<file path="src/tvfs_pkg.sv">
// shared types and constants for the trilinear vector field sampler
package tvfs_pkg;

  localparam int unsigned CompW = 24;
  localparam int unsigned CoordW = 23;
  localparam int unsigned SizeW = 6;
  localparam int unsigned IdxW = 5;
  localparam int unsigned CfgIdxW = 2;

  typedef enum logic [1:0] {
    KIND_WRITE = 2'd0,
    KIND_POINT = 2'd1,
    KIND_TRI   = 2'd2,
    KIND_NONE  = 2'd3
  } kind_e;

  typedef enum logic [CfgIdxW-1:0] {
    CFG_SIZE_X = 2'd0,
    CFG_SIZE_Y = 2'd1,
    CFG_SIZE_Z = 2'd2,
    CFG_NONE   = 2'd3
  } cfg_idx_e;

  // control travelling along the pipeline with each item
  typedef struct packed {
    logic valid;
    logic trilin;
    logic ok;
  } ctl_t;

  typedef logic signed [CompW-1:0] comp_t;

endpackage

</file>
<file path="src/tvfs_lerp.sv">
// one registered lerp stage a + floor((b - a) * f / 2^frac)
module tvfs_lerp import tvfs_pkg::*; #(
  parameter int unsigned FracBits = 16
) (
  input  logic                clk_i,
  input  comp_t               a_i,
  input  comp_t               b_i,
  input  logic [FracBits-1:0] f_i,
  output comp_t               y_o
);

  logic signed [CompW:0]            diff;
  logic signed [CompW+FracBits+1:0] prod;
  logic signed [CompW+FracBits+1:0] sum;

  assign diff = {b_i[CompW-1], b_i} - {a_i[CompW-1], a_i};
  assign prod = diff * $signed({1'b0, f_i});
  assign sum  = (prod >>> FracBits) + (CompW+FracBits+2)'(a_i);

  always_ff @(posedge clk_i) begin
    y_o <= sum[CompW-1:0];
  end

endmodule

</file>
<file path="config.mk">
export PLATFORM = sky130hd
export DESIGN_NAME = tvfs_lerp
export DESIGN_NICKNAME = d
export VERILOG_FILES = /design/src/tvfs_pkg.sv /design/src/tvfs_lerp.sv
export SDC_FILE = /design/constraint.sdc
export NUM_CORES = 1
export LEC_CHECK = 0
export ABC_AREA = 1
export BUFFER_PORTS_ARGS = -buffer_cell sky130_fd_sc_hd__buf_2
export CAP_MARGIN = 20
export CELL_PAD_IN_SITES_DETAIL_PLACEMENT = 1
export CELL_PAD_IN_SITES_GLOBAL_PLACEMENT = 1
export CORE_MARGIN = 2
export CORE_UTILIZATION = 51
export CTS_CLUSTER_SIZE = 16
export DETAILED_ROUTE_END_ITERATION = 16
export PLACE_DENSITY = 0.89
export SYNTH_ARGS = -nofsm -noshare
export SYNTH_HDL_FRONTEND = slang
export SYNTH_SLANG_ARGS = --single-unit
</file>
<file path="constraint.sdc">
create_clock -name clk_i -period 15.15 [get_ports clk_i]
set_clock_uncertainty 0.15 [all_clocks]
set_input_delay 0.7575 -clock clk_i [delete_from_list [all_inputs] [get_ports clk_i]]
set_output_delay 0.7575 -clock clk_i [all_outputs]
set_load 0.02 [all_outputs]
</file>
==> flow_summary_export.csv <==
group,metric,value,unit
critical_path,cp_slowest_cell,"xnor2_2",
sta,setup_viol,0,
drt,wl_met2,30230,um
min_path,hp-class,"in2reg",
sta,rsz0062_at_grt,"false",
die,std_cell_rows,67,
placed_design,dp_hpwl,51280,um
final_layout,area_growth,5.709,%
drt,wl_met3,3890,um
sta,slew_headroom,26.22,%
clocking,cts_made_buffers,3,
grt,grt_pass1_vias,17290,
clocking,cts_hold_buf,0,
grt,gr-total-overflow,0,
sta,fin_crit,10820,ps
final_layout,regMostFlops,"y_o",
drt,postRouteAntennaNets,0,
yosys,syn-num-nets,2776,
critical_path,worstSetupPathType,"in2reg",
critical_path,end_kind,"flip-flop",
drt,dr.max_layer_used,"met4",
run_status,status,"complete, no violations",
yosys,synth_cells,2185,
run,maxCapViolCount,0,
final_layout,drive_above_1_share,7.235,%
yosys,avgSynthCellArea,7.834,um2
clocking,clk_pin_slew,60,ps
placed_design,place_area,17990,um2
drt,viasPerCell,5.627,
critical_path,start_kind,"input pin",
clocking,clkSinkCount,24,
grt,antenna_found_initial,1,
die,die_y,187.2,um
sta,setup-tns-final,0,ps
drt,vias,15120,
sta,worstMarginPinSlew,1101,ps
critical_path,crit_required,15150,ps
drt,drc_errors,0,
die,core-area,33280,um2
die,start_util,51.43,%
die,die_w,187.2,um
final_layout,fin_util,54.37,%
final_layout,fin_area,18090,um2
final_layout,largest_reg_flops,24,
critical_path,arrival,10820,ps
yosys,yosysSeqAreaShare,2.807,%
sta,drv_slew,0,
sta,max_clock_freq,92.42,MHz
sta,hold_viol,0,
placed_design,gp_congestion,0.9562,
grt,track_usage,35.06,%
final_layout,final_common_cell,"inv_1",
clocking,post_cts_buffers,0,
critical_path,cp_max_fo,10,
drt,wl_per_cell,22.44,um
clocking,cts_tree,"built",
clocking,root_buffer,"clkbuf_16",
die,dieArea,35040,um2
drt,drtIter0Drc,1008,
placed_design,dp.cells,2683,
clocking,h-tree-depth,1,
clocking,cts_resized,0,
die,pin_count,89,
yosys,synth-seq-cells,24,
final_layout,mostFrequentLayoutCells,"592 x inv_1, 379 x fa_1, 304 x nand2_1",
critical_path,max_stage_delay,810,ps
sta,fin_crit_sh,71.42,%
final_layout,largest_registers,"y_o (24)",
yosys,ys_types,52,
yosys,yosys_warnings,0,
drt,wl_met1,22600,um
final_layout,antenna_cells,0,
final_layout,final_nets,2832,
final_layout,final_cell_count_no_fill,2687,
grt,grt_max_degree,27,
clocking,clk_path_buf_depth,2,
placed_design,io_buffers,88,
final_layout,nFillCells,4271,
yosys,synth-async-reset-ratio,0,%
yosys,synth_top_flop_cell,"dfxtp_1",
drt,first_pass_iters,5,
drt,routed_wl,60290,um
yosys,synth_enable_flop_cells,0,
yosys,synth_area,17120,um2
grt,grt_pass1_wl,94080,um
-- critical path, delay by kind of cell --
kind	cells	cell delay (ps)
xor+xnor	3	1220
fa+ha+maj	10	4170
simple gates	8	950
compound gates	13	2670
buf+inv	9	1040
-- final cells by class --
| cell class | count | area [um2] | share of cell area (%) |
|---|---|---|---|
| Multi-Input combinational cell | 1511 | 14180 | 78.38 |
| Inverter | 604 | 2267 | 12.53 |
| Tap cell | 448 | 560.5 | 3.098 |
| Timing Repair Buffer | 97 | 528.0 | 2.918 |
| Sequential cell | 24 | 480.5 | 2.655 |
| Clock buffer | 3 | 75.07 | 0.4149 |
-- synthesized netlist by cell type, drive strengths merged (7+ instances only) --
| cell | instances | share of area (%) |
|---|---|---|
| o21bai | 7 | 0.33 |
| ha | 147 | 11 |
| or2 | 33 | 1.2 |
| a31oi | 16 | 0.58 |
| xnor2 | 25 | 1.4 |
| clkinv | 7 | 0.15 |
| buf | 9 | 0.32 |
| inv | 597 | 13 |
| clkbuf | 37 | 0.81 |
| fa | 379 | 44 |
| nand3 | 106 | 3.2 |
| nand2 | 316 | 7.3 |
| o21ai | 44 | 1.3 |
| nor3 | 13 | 0.38 |
| a21oi | 92 | 2.8 |
| xor2 | 33 | 1.7 |
| nor2 | 260 | 5.7 |
| dfxtp | 24 | 2.8 |
| nand4 | 10 | 0.40 |
-- cells by family (layout without fill, tap and decap cells) --
group / after synthesis / count (layout) / synth area share [%]
simple gates: 747 / 747 / 18.64
compound gates: 180 / 180 / 6.002
xor+xnor: 58 / 58 / 3.099
flops: 24 / 24 / 2.807
buf+inv: 650 / 704 / 14.38
fa+ha+maj: 526 / 526 / 55.07
-- per-layer routing --
metal	GRT usage, %	vias to the layer above
met1	41.38	7701
met2	62.01	633
li1	-	6554
met5	0	-
met4	18.65	0
met3	4.934	233
-- stage by stage --
stage               hold WS, ps  setup slack [ps]
finish                    589.6              4329
global route              598.4              3901
CTS                       592.2              4594
detailed placement        858.9              4352
global placement          857.2              4507
floorplan                 737.4              6366
-- worst paths after layout --
path,start,endpoint,cells past startpoint
worst min-delay path,a_i[0],y_o[0],2
worst max-delay path,a_i[0],y_o[20],43
Power is not shown: default switching activity piles up to over one toggle a cycle in this logic, so the estimate is an artifact.
